### config.mk
export PLATFORM = sky130hd
export DESIGN_NAME = qtrm_div_cell
export DESIGN_NICKNAME = d
export VERILOG_FILES = /design/src/sv/qtrm_pkg.sv /design/src/sv/qtrm_div_cell.sv
export SDC_FILE = /design/constraint.sdc
export NUM_CORES = 1
export LEC_CHECK = 0
export BUFFER_PORTS_ARGS = -buffer_cell sky130_fd_sc_hd__buf_2
export CORE_ASPECT_RATIO = 1.75
export CORE_UTILIZATION = 50
export DETAILED_ROUTE_END_ITERATION = 10
export MAX_ROUTING_LAYER = met4
export PLACE_DENSITY = 0.81
export SYNTH_ARGS = -nofsm -noshare
export SYNTH_HDL_FRONTEND = slang
export SYNTH_SLANG_ARGS = --single-unit
### constraint.sdc
create_clock -name i_clk -period 3.73 [get_ports i_clk]
set_clock_uncertainty 0.1 [all_clocks]
set_input_delay 0.746 -clock i_clk [delete_from_list [all_inputs] [get_ports i_clk]]
set_output_delay 0.746 -clock i_clk [all_outputs]
set_load 0.03 [all_outputs]
### src/sv/qtrm_pkg.sv
// qtrm_pkg: widths and types shared by the quaternion to rotation matrix block
// used by qtrm_front, qtrm_div_cell, quaternion_to_rotation_matrix, qtrm_checker and the testbench
`timescale 1ns / 1ps
package qtrm_pkg;
    localparam int OUT_W   = 16;   // one matrix entry on the output bus
    localparam int N_ENTRY = 9;    // entries of the 3x3 matrix
    localparam int C_W     = 17;   // signed component after range reduction
    localparam int PROD_W  = 34;   // signed product of two components
    localparam int NUM_W   = 36;   // signed numerator of one entry
    localparam int N_W     = 33;   // unsigned squared norm, also entry magnitude
    localparam logic [31:0] MAG_LIMIT = 32'd32768;

    typedef logic [N_W-1:0] t_mag;
endpackage

### src/sv/qtrm_div_cell.sv
// qtrm_div_cell: one restoring-division step for one matrix entry
// depends on qtrm_pkg
`timescale 1ns / 1ps
module qtrm_div_cell
    import qtrm_pkg::*;
#(
    parameter int FRAC_BITS = 14
) (
    input  logic               i_clk,
    input  logic               i_en,
    input  t_mag               i_n,
    input  t_mag               i_rem,
    input  logic [FRAC_BITS:0] i_low,
    input  logic [FRAC_BITS:0] i_q,
    input  logic               i_neg,
    output t_mag               o_n,
    output t_mag               o_rem,
    output logic [FRAC_BITS:0] o_low,
    output logic [FRAC_BITS:0] o_q,
    output logic               o_neg
);
    logic [N_W:0] w_trial;
    logic [N_W:0] w_diff;
    logic         w_take;

    always_comb begin
        w_trial = {i_rem, i_low[FRAC_BITS]};
        w_diff  = w_trial - {1'b0, i_n};
        w_take  = (w_trial >= {1'b0, i_n});
    end

    always_ff @(posedge i_clk) begin
        if (i_en) begin
            o_n   <= i_n;
            o_rem <= w_take ? w_diff[N_W-1:0] : w_trial[N_W-1:0];
            o_low <= i_low << 1;
            o_q   <= {i_q[FRAC_BITS-1:0], w_take};
            o_neg <= i_neg;
        end
    end
endmodule

Word level (Yosys, flattened, before mapping)
Cells that the tools add are included.
W data, S select, Z words.
{"block": "op_classes", "add_sub_neg": 1, "order_cmp": 1, "muxes": 1}
{"cell": "$ge A34 B33 Y1", "n": 1}
{"cell": "$mux W33", "n": 1}
{"cell": "$sub A33 B33 Y33", "n": 1}
{"block": "totals", "register_bits": 96, "input_bits": 99, "word_cells": 8}

Longest topological paths before layout
Gate-level depths: netlist (run 1).
{"block": "depth", "depth_word": 2, "depth_mapped": 14, "ltp_nobuf": 12}

Least setup slack after synthesis (run 1)
No wires, ideal clock.
{"block": "synth_path", "path_kind": "input -> register", "startpoint": "in i_low[14]", "endpoint": "reg o_rem[1], data pin", "setup_time_ns": 0.260, "arrival_ns": 3.046, "required_ns": 3.370, "setup_slack_ns": 0.324, "stages": 12, "n_path_buf": 1, "cell_sequence": "inv_1 ha_1 inv_1 fa_1 a21o_1 a221o_2 a21oi_2 o41a_4 o31ai_4 a41oi_2 buf_6 mux2_4"}
{"block": "synth_via", "elab_chain_cells": 2}
{"element": "start: declaration", "line": "qtrm_div_cell.sv:13", "rtl": "input logic [FRAC_BITS:0] i_low,"}
{"element": "$sub A33 B33 Y33 / $ge A34 B33 Y1 (equally long branches)", "line": "qtrm_div_cell.sv:28, qtrm_div_cell.sv:29"}
{"element": "$mux W33 *", "line": "qtrm_div_cell.sv:35", "rtl": "o_rem <= w_take ? w_diff[N_W-1:0] : w_trial[N_W-1:0];"}
{"element": "end signal: assignment", "line": "qtrm_div_cell.sv:35"}
{"element": "end: declaration", "line": "qtrm_div_cell.sv:17", "rtl": "output t_mag o_rem,"}
Mark *: on every way between the ends. The rest lies on a longest branch, timed or not.
A chain may end at the register's enable or synchronous reset.

Final worst setup path (run 1)
Same ends and word-level chain as after synthesis.

==> results of run 1 <==
==> metal layers <==
metal / share of wire, % / track usage [%]
met5: 0 / -
met4: 2.8 / 12.2
met3: 5.1 / 4.09
met2: 58 / 51.4
met1: 34 / 25.3
==> worst max-delay path, stage by stage <==
cell	delay (ns)
sky130_fd_sc_hd__buf_2	0.10
sky130_fd_sc_hd__inv_1	0.06
sky130_fd_sc_hd__ha_1	0.17
sky130_fd_sc_hd__inv_1	0.06
sky130_fd_sc_hd__fa_1	0.40
sky130_fd_sc_hd__a21o_1	0.22
sky130_fd_sc_hd__a221o_2	0.38
sky130_fd_sc_hd__a21oi_2	0.25
sky130_fd_sc_hd__o41a_4	0.20
sky130_fd_sc_hd__o31ai_4	0.10
sky130_fd_sc_hd__a41oi_4	0.28
sky130_fd_sc_hd__buf_12	0.19
sky130_fd_sc_hd__mux2_4	0.30
==> cell families after synthesis <==
group | share of synthesized area [%]
AO/OA/AOI/OAI | 18.1
XOR/XNOR | 4.63
adder cells (fa/ha/maj) | 8.17
buffers and inverters | 5.12
flip-flops | 54.4
multiplexers | 0.283
other | 0.0708
AND/OR/NAND/NOR | 9.23
==> sequential cells by signal, summed over array words and instances, names as in the netlist <==
name / cells
o_rem: 33
o_low: 14
o_n: 33
o_q: 15
o_neg: 1
==> path summary, 6_finish.rpt <==
kind | slack [ns] | end | from
worst max-delay path | 0.26 | o_rem[1]$_DFFE_PP_ | i_low[14]
worst min-delay path | 0.47 | o_low[4]$_DFFE_PP_ | i_low[3]
==> where the power goes <==
group / total [mW] / leakage (nW) / internal, mW / switching [mW]
logic: 0.916 / 1.99 / 0.318 / 0.598
clock network: 1.13 / 0.177 / 0.724 / 0.402
registers: 1.36 / 0.939 / 1.33 / 0.0286
total: 3.40 / 3.11 / 2.37 / 1.03
==> metrics by stage <==
step	worst slack (ns)	area (µm²)	setup TNS (ns)	total power, mW
2_1_floorplan	0.324	5300	0	1.98
3_3_place_gp	-0.00576	6520	-0.00576	2.27
3_5_place_dp	-0.0754	6520	-0.316	2.30
4_1_cts	0.264	6880	0	3.42
5_1_grt	0.190	6880	0	3.53
6_report	0.264	6880	0	3.40
==> cells in the final DEF (no fill, tap or decap), drive strengths merged, types with 12 or more instances in the layout <==
cell type / n
inv: 45
buf: 213
nor2: 15
xor2: 12
nand2: 58
xnor2: 16
edfxtp: 96
ha: 33
a21oi: 35
o21ai: 45
==> final cells by class <==
| cell class | instances | area [µm²] | area share (%) |
|---|---|---|---|
| sequential | 96 | 2880 | 41.9 |
| multi-input combinational | 309 | 2160 | 31.3 |
| timing repair buffer | 213 | 1160 | 16.8 |
| clock buffer | 9 | 225 | 3.27 |
| inverter | 43 | 161 | 2.35 |
| tap | 127 | 159 | 2.31 |
| clock inverter | 6 | 138 | 2.00 |
==> flow_summary.json, run 1 <==
{
  "status": "finished clean",
  "ctsHoldBuffers": 0,
  "grt_max_degree": 97,
  "cts.repair.resized": 0,
  "worst_hold_path_stage_count": 1,
  "ant_nets": 0,
  "firstDrtPassIters": 5,
  "fmaxAchievable_mhz": 289,
  "netlist_area_um2": 5300,
  "grt_pass1_vias": 4440,
  "cts_htree_levels": 3,
  "synth.area.top_cells": "sky130_fd_sc_hd__edfxtp_1 54%, sky130_fd_sc_hd__ha_1 7.8%, sky130_fd_sc_hd__nand2_1 4.1%",
  "detailed_place_hpwl_mm": 11.1,
  "critPathCaptureType": "register",
  "async_reset_ff_share_pct": 0,
  "finalHoldWorstSlack_ns": 0.475,
  "hold_path.class": "in2reg",
  "netlist_instances": 464,
  "crit_path_start_kind": "primary input",
  "clock_sinks": 96,
  "worst-setup-path-type": "in2reg",
  "rsz0062_at_grt": "false",
  "detailroute.via_count": 4317,
  "detail_route.wl_per_cell_um": 17.4,
  "timing.final.setup_violations": 0,
  "worst_slew_pin_slew_ns": 0.592,
  "utilization_pct": 66.8,
  "clkTransAtPathRegs_ns": 0.07,
  "route.detailed.vias_per_inst": 5.38,
  "synth_sequential_area_ratio_pct": 54.4,
  "port_buffers": 193,
  "postSynth.topFlopCell": "sky130_fd_sc_hd__edfxtp_1",
  "syn-num-nets": 597,
  "tritoncts_clock_tree": "done",
  "critPathArrivalTime_ns": 3.46,
  "vdd_ir_drop_max_mv": 0.266,
  "synth_cell_types": 53,
  "ioPinCount": 196,
  "cts_post_setup_buffers_inserted": 0,
  "gr-total-overflow": 0,
  "postSynthRegisterBits": 96,
  "die-area_um2": 11000,
  "leakagePower_nw": 3.11,
  "post-place-cells": 788,
  "die_x_um": 79.8,
  "synthToLayoutAreaGrowth_pct": 29.8,
  "synth.top_cells.by_count": "96 x sky130_fd_sc_hd__edfxtp_1, 58 x sky130_fd_sc_hd__nand2_1, 43 x sky130_fd_sc_hd__inv_1",
  "cellPowerDensity_nw_per_um2": 494,
  "worst-path-max-fanout": 20,
  "grt_util_all_layers_pct": 27.0,
  "drc_errors": 0,
  "cts_buffer_depth": 2,
  "min_period_ns": 3.47,
  "netlist.top_cell.by_area": "sky130_fd_sc_hd__edfxtp_1",
  "slew_headroom_pct": 59.5,
  "num_rows": 49,
  "worst_ep_required_time_ns": 3.73,
  "grt_pass1_wl_mm": 21.6,
  "synthesis.yosys.warnings": 0,
  "synth.top_cell.area_share_pct": 54.4,
  "count_of_filler_cells_inserted_in_the_layout": 814,
  "finalNetCount": 805,
  "antennaDiodeCount": 0,
  "layout-drive-gt1-share_pct": 37.7,
  "fin_max_slew_vios": 0,
  "die_height_um": 138,
  "fin_cells": 803,
  "gp_congestion": 0.892,
  "avgSynthCellArea_um2": 11.4,
  "post-route-period-util_pct": 92.9,
  "antenna_found_initial": 0,
  "maxCapViolCount": 0,
  "first_iter_violations": 252,
  "synth_most_common_cell": "sky130_fd_sc_hd__edfxtp_1",
  "total_routed_wirelength_mm": 14.0,
  "start_util_pct": 51.4,
  "core_um2": 10300,
  "final-hold-violation-count": 0,
  "cts_root_buffer": "sky130_fd_sc_hd__clkbuf_16",
  "synth_edf_count": 96,
  "tritoncts_buffer_count": 9
}
No activity file was read; power rests on OpenSTA's default activity.
==> run 2: changes to the inputs <==
CORE_ASPECT_RATIO = 0.9   (was 1.75)
==> flow_summary.json, run 2 (same netlist as run 1, synthesis figures left out) <==
{
  "port_buffers": 193,
  "fin_max_slew_vios": 0,
  "slew_headroom_pct": 49.7,
  "dp_worst_setup_slack_ns": 0.000354,
  "die_x_um": 111,
  "commonest_non_fill_non_tap_cell_in_the_layout": "sky130_fd_sc_hd__buf_2",
  "cts_root_buffer": "sky130_fd_sc_hd__clkbuf_16",
  "vdd_ir_drop_max_mv": 0.365,
  "first_iter_violations": 212,
  "detailed_place.area_um2": 6440,
  "final-hold-violation-count": 0,
  "min_from": "i_q[1]",
  "cts_buffer_depth": 2,
  "tritoncts_buffer_count": 9,
  "route.detailed.vias_per_inst": 5.35,
  "worst_ep_required_time_ns": 3.72,
  "die_height_um": 99.7,
  "timing.final.setup_violations": 0,
  "num_rows": 35,
  "detail_route.wl_per_cell_um": 15.6,
  "drc_errors": 0,
  "grt_util_all_layers_pct": 22.9,
  "worst_hold_path_stage_count": 1,
  "tritoncts_clock_tree": "done",
  "worst-path-max-fanout": 4,
  "detailroute.via_count": 4270,
  "crit_slowest_cell": "sky130_fd_sc_hd__fa_1",
  "critPathTopFamily": "compound AO/OA/AOI/OAI gates",
  "synthToLayoutAreaGrowth_pct": 26.8,
  "fmaxAchievable_mhz": 293,
  "grt_pass1_vias": 4001,
  "timing.critical_path.buf_inv": 4,
  "leakagePower_nw": 3.01,
  "cellPowerDensity_nw_per_um2": 464,
  "hold_path.class": "in2reg",
  "worst-setup-path-type": "in2reg",
  "detailed_place_hpwl_mm": 9.70,
  "start_util_pct": 51.5,
  "grt_max_degree": 60,
  "worst_slew_pin_slew_ns": 0.755,
  "ioPinCount": 196,
  "final_design_area_no_fill_um2": 6720,
  "fin_cells": 798,
  "clkTransAtPathRegs_ns": 0.07,
  "cts.repair.resized": 0,
  "ant_nets": 0,
  "firstDrtPassIters": 4,
  "layout_setup_ws_ns": 0.315,
  "total_routed_wirelength_mm": 12.5,
  "utilization_pct": 65.3,
  "crit_path_start_kind": "primary input",
  "finalNetCount": 796,
  "antenna_found_initial": 1,
  "most-common-layout-cells": "192 x sky130_fd_sc_hd__buf_2, 96 x sky130_fd_sc_hd__edfxtp_1, 58 x sky130_fd_sc_hd__nand2_1",
  "critPathArrivalTime_ns": 3.41,
  "largest_registers": "o_n (33), o_rem (33), o_q (15)",
  "core_um2": 10300,
  "ctsHoldBuffers": 0,
  "finalHoldWorstSlack_ns": 0.483,
  "total_power_mw": 3.12,
  "min_period_ns": 3.42,
  "rsz0062_at_grt": "false",
  "status": "finished clean",
  "clock_sinks": 96,
  "maxCapViolCount": 0,
  "post-place-cells": 781,
  "hold_path_end": "o_q[2]$_DFFE_PP_",
  "grt_pass1_wl_mm": 19.3,
  "cp_cell_instances": "buf_2 > inv_1 > ha_1 > inv_1 > fa_1 > a21o_1 > a221o_2 > a211oi_1 > o21ai_0 > a21oi_1 > buf_4 > o311ai_0 > xnor2_1 > o21ai_0",
  "gp_congestion": 0.837,
  "layout-drive-gt1-share_pct": 36.8,
  "startpoint": "i_low[14]",
  "critPathCaptureType": "register",
  "gr-total-overflow": 0,
  "cts_post_setup_buffers_inserted": 0,
  "timing.setup.tns_ns": 0,
  "post-route-period-util_pct": 91.6,
  "die-area_um2": 11000,
  "cts_htree_levels": 3,
  "cpPeakStageDelay_ns": 0.39
}
## run 2: cell count changes in the layout (fill, tap and decap cells not counted)
cell	before	now
sky130_fd_sc_hd__clkbuf_1	0	1
sky130_fd_sc_hd__buf_12	3	2
sky130_fd_sc_hd__diode_2	0	1
sky130_fd_sc_hd__bufinv_16	4	0
sky130_fd_sc_hd__clkinvlp_4	0	3
sky130_fd_sc_hd__buf_4	18	10
sky130_fd_sc_hd__inv_8	0	1
## run 2: layout make-up
cell class | instances | area [µm²]
fillers | 805 | 3570
flip-flops and latches | 96 | 2880
multi-input cells | 309 | 2160
repair buffers | 204 | 1080
clock buffers | 10 | 229
inverters | 43 | 161
well taps | 129 | 161
clock inverters | 6 | 51.3
diodes | 1 | 2.50
## run 2: power by group
part	switching, mW	internal [mW]
Combinational	0.582	0.304
Clock	0.417	0.462
Sequential	0.0259	1.33
Total	1.02	2.09
## run 2: worst max path at each step
stage / to / slack, ns / cells past startpoint
after global placement: o_rem[32]$_DFFE_PP_ / 0.05 / 14
after global routing: o_rem[32]$_DFFE_PP_ / 0.16 / 14
after CTS: o_rem[4]$_DFFE_PP_ / 0.37 / 13
final: o_rem[32]$_DFFE_PP_ / 0.31 / 14
after floorplan: o_rem[1]$_DFFE_PP_ / 0.32 / 12
after detailed placement: o_rem[4]$_DFFE_PP_ / 0.0004 / 13
## run 2: per-layer routing
metal / track usage (%) / wire length [µm] / part of all wire [%] / vias to the layer above
met1: 28.0 / 5490 / 44 / 1986
met2: 38.1 / 6050 / 49 / 158
met5: - / 0 / 0 / -
li1: - / - / - / 2109
met4: 6.46 / 184 / 1.5 / 0
met3: 5.36 / 732 / 5.9 / 17
==> run 3: changes to the inputs <==
GPL_ROUTABILITY_DRIVEN = 0   (was default)
MAX_ROUTING_LAYER = default   (was met4)
==> flow_summary.json, run 3 (same netlist as run 1, synthesis figures left out) <==
{
  "synthToLayoutAreaGrowth_pct": 26.9,
  "start_util_pct": 51.5,
  "crit_slowest_cell": "sky130_fd_sc_hd__fa_1",
  "firstDrtPassIters": 5,
  "multiInputGateArea_um2": 2160,
  "leakagePower_nw": 3.01,
  "sw_frac_of_total_pct": 32.7,
  "vdd_ir_drop_max_mv": 0.356,
  "antenna_found_initial": 1,
  "cts_post_setup_buffers_inserted": 0,
  "core_um2": 10300,
  "gr-total-overflow": 0,
  "port_buffers": 193,
  "grt_max_degree": 56,
  "clkTransAtPathRegs_ns": 0.07,
  "min_period_ns": 3.54,
  "p_clk_share_pct": 28.1,
  "most-common-layout-cells": "192 x sky130_fd_sc_hd__buf_2, 96 x sky130_fd_sc_hd__edfxtp_1, 58 x sky130_fd_sc_hd__nand2_1",
  "grt_pass1_vias": 4019,
  "utilization_pct": 65.3,
  "crit_path_start_kind": "primary input",
  "cts.repair.resized": 0,
  "worst-path-max-fanout": 4,
  "ioPinCount": 196,
  "commonest_non_fill_non_tap_cell_in_the_layout": "sky130_fd_sc_hd__buf_2",
  "count_of_filler_cells_inserted_in_the_layout": 789,
  "dp_worst_setup_slack_ns": -0.0540,
  "tritoncts_buffer_count": 9,
  "critPathArrivalTime_ns": 3.54,
  "cellPowerDensity_nw_per_um2": 462,
  "ctsHoldBuffers": 0,
  "worst-setup-path-type": "in2reg",
  "final-seq-area_um2": 2880,
  "drc_errors": 0,
  "total_routed_wirelength_mm": 12.1,
  "status": "finished clean",
  "critPathCaptureType": "register",
  "post-route-period-util_pct": 94.8,
  "grt_pass1_wl_mm": 19.1,
  "power.share.combinational_pct": 28.4,
  "tritoncts_clock_tree": "done",
  "ant_nets": 0,
  "cpPeakStageDelay_ns": 0.40,
  "largest_registers": "o_n (33), o_rem (33), o_q (15)",
  "worst_ep_required_time_ns": 3.73,
  "slew_headroom_pct": 63.7,
  "first_iter_violations": 215,
  "cts_root_buffer": "sky130_fd_sc_hd__clkbuf_16",
  "layout-drive-gt1-share_pct": 36.9,
  "cts_buffer_depth": 2,
  "timing.final.setup_violations": 0,
  "hold_path.class": "in2reg",
  "layout_setup_ws_ns": 0.193,
  "fin_max_slew_vios": 0,
  "finalNetCount": 797,
  "maxCapViolCount": 0,
  "detailroute.via_count": 4317,
  "grt_util_all_layers_pct": 22.1,
  "num_rows": 35,
  "die_height_um": 99.7,
  "cts_htree_levels": 3,
  "sequential_cell_fraction_of_total_power_pct": 43.5,
  "detailed_place_hpwl_mm": 9.50,
  "fmaxAchievable_mhz": 283,
  "clock_sinks": 96,
  "switching_power_summed_over_all_nets_mw": 1.02,
  "detail_route.wl_per_cell_um": 15.2,
  "rsz0062_at_grt": "false",
  "antennaDiodeCount": 0,
  "die_x_um": 111,
  "cp_cell_instances": "buf_2 > inv_1 > ha_1 > inv_1 > fa_1 > a21o_1 > a221o_2 > a211oi_1 > o21ai_0 > a21oi_1 > o311ai_0 > xnor2_1 > o21ai_0",
  "route.detailed.vias_per_inst": 5.41,
  "p_int_mw": 2.09,
  "die-area_um2": 11000,
  "final-hold-violation-count": 0,
  "worst_slew_pin_slew_ns": 0.539
}
==> run 3: changes by cell type in the layout (fill, tap and decap cells not counted) <==
cell,change
sky130_fd_sc_hd__diode_2,-1
sky130_fd_sc_hd__buf_4,+1
==> run 3: critical path: cells and delay by family <==
kind / cells / cell delay [ns]
buffers and inverters: 3 / 0.20
adders and majority gates: 2 / 0.55
xor gates and xnor gates: 1 / 0.21
AOI/OAI and AO/OA: 7 / 1.84
==> run 3: through the flow <==
step | power, mW | cells | area, µm² | TNS [ns] | hold WS (ns)
floorplan | 1.98 | 464 | 5300 | 0 | 0.745
global placement | 2.24 | 782 | 6440 | 0 | 0.823
detailed placement | 2.26 | 782 | 6440 | -0.0540 | 0.824
CTS | 3.14 | 798 | 6730 | 0 | 0.457
global route | 3.25 | 798 | 6730 | 0 | 0.445
finish | 3.11 | 798 | 6730 | 0 | 0.471
==> run 3: final cells by class <==
cell class | instances | area share, %
inverters | 43 | 2.40
clock buffers | 10 | 3.40
multi-input cells | 309 | 32.1
repair buffers | 205 | 16.1
clock inverters | 6 | 0.763
well taps | 129 | 2.40
flip-flops and latches | 96 | 42.9
==> run 3: worst paths after layout <==
| check | start | to | slack [ns] | cells past startpoint |
|---|---|---|---|---|
| max | i_low[14] | o_rem[32]$_DFFE_PP_ | 0.19 | 13 |
| min | i_q[1] | o_q[2]$_DFFE_PP_ | 0.47 | 1 |
==> run 3: per-layer routing <==
layer / wire, µm / up-vias / GRT usage [%]
li1: - / 2113 / -
met1: 5080 / 1988 / 26.3
met2: 5980 / 187 / 38.0
met3: 821 / 29 / 7.01
met4: 228 / 0 / 7.79
met5: 0 / - / 0
==> run 3: power by group through the flow <==
stage                     clock network [mW]  registers [mW]  logic, mW
after floorplan                            0            1.62      0.367
after global placement                     0            1.38      0.862
after detailed placement                   0            1.38      0.881
after CTS                              0.897            1.35      0.884
after global routing                   0.936            1.36      0.949
final                                  0.875            1.35      0.882
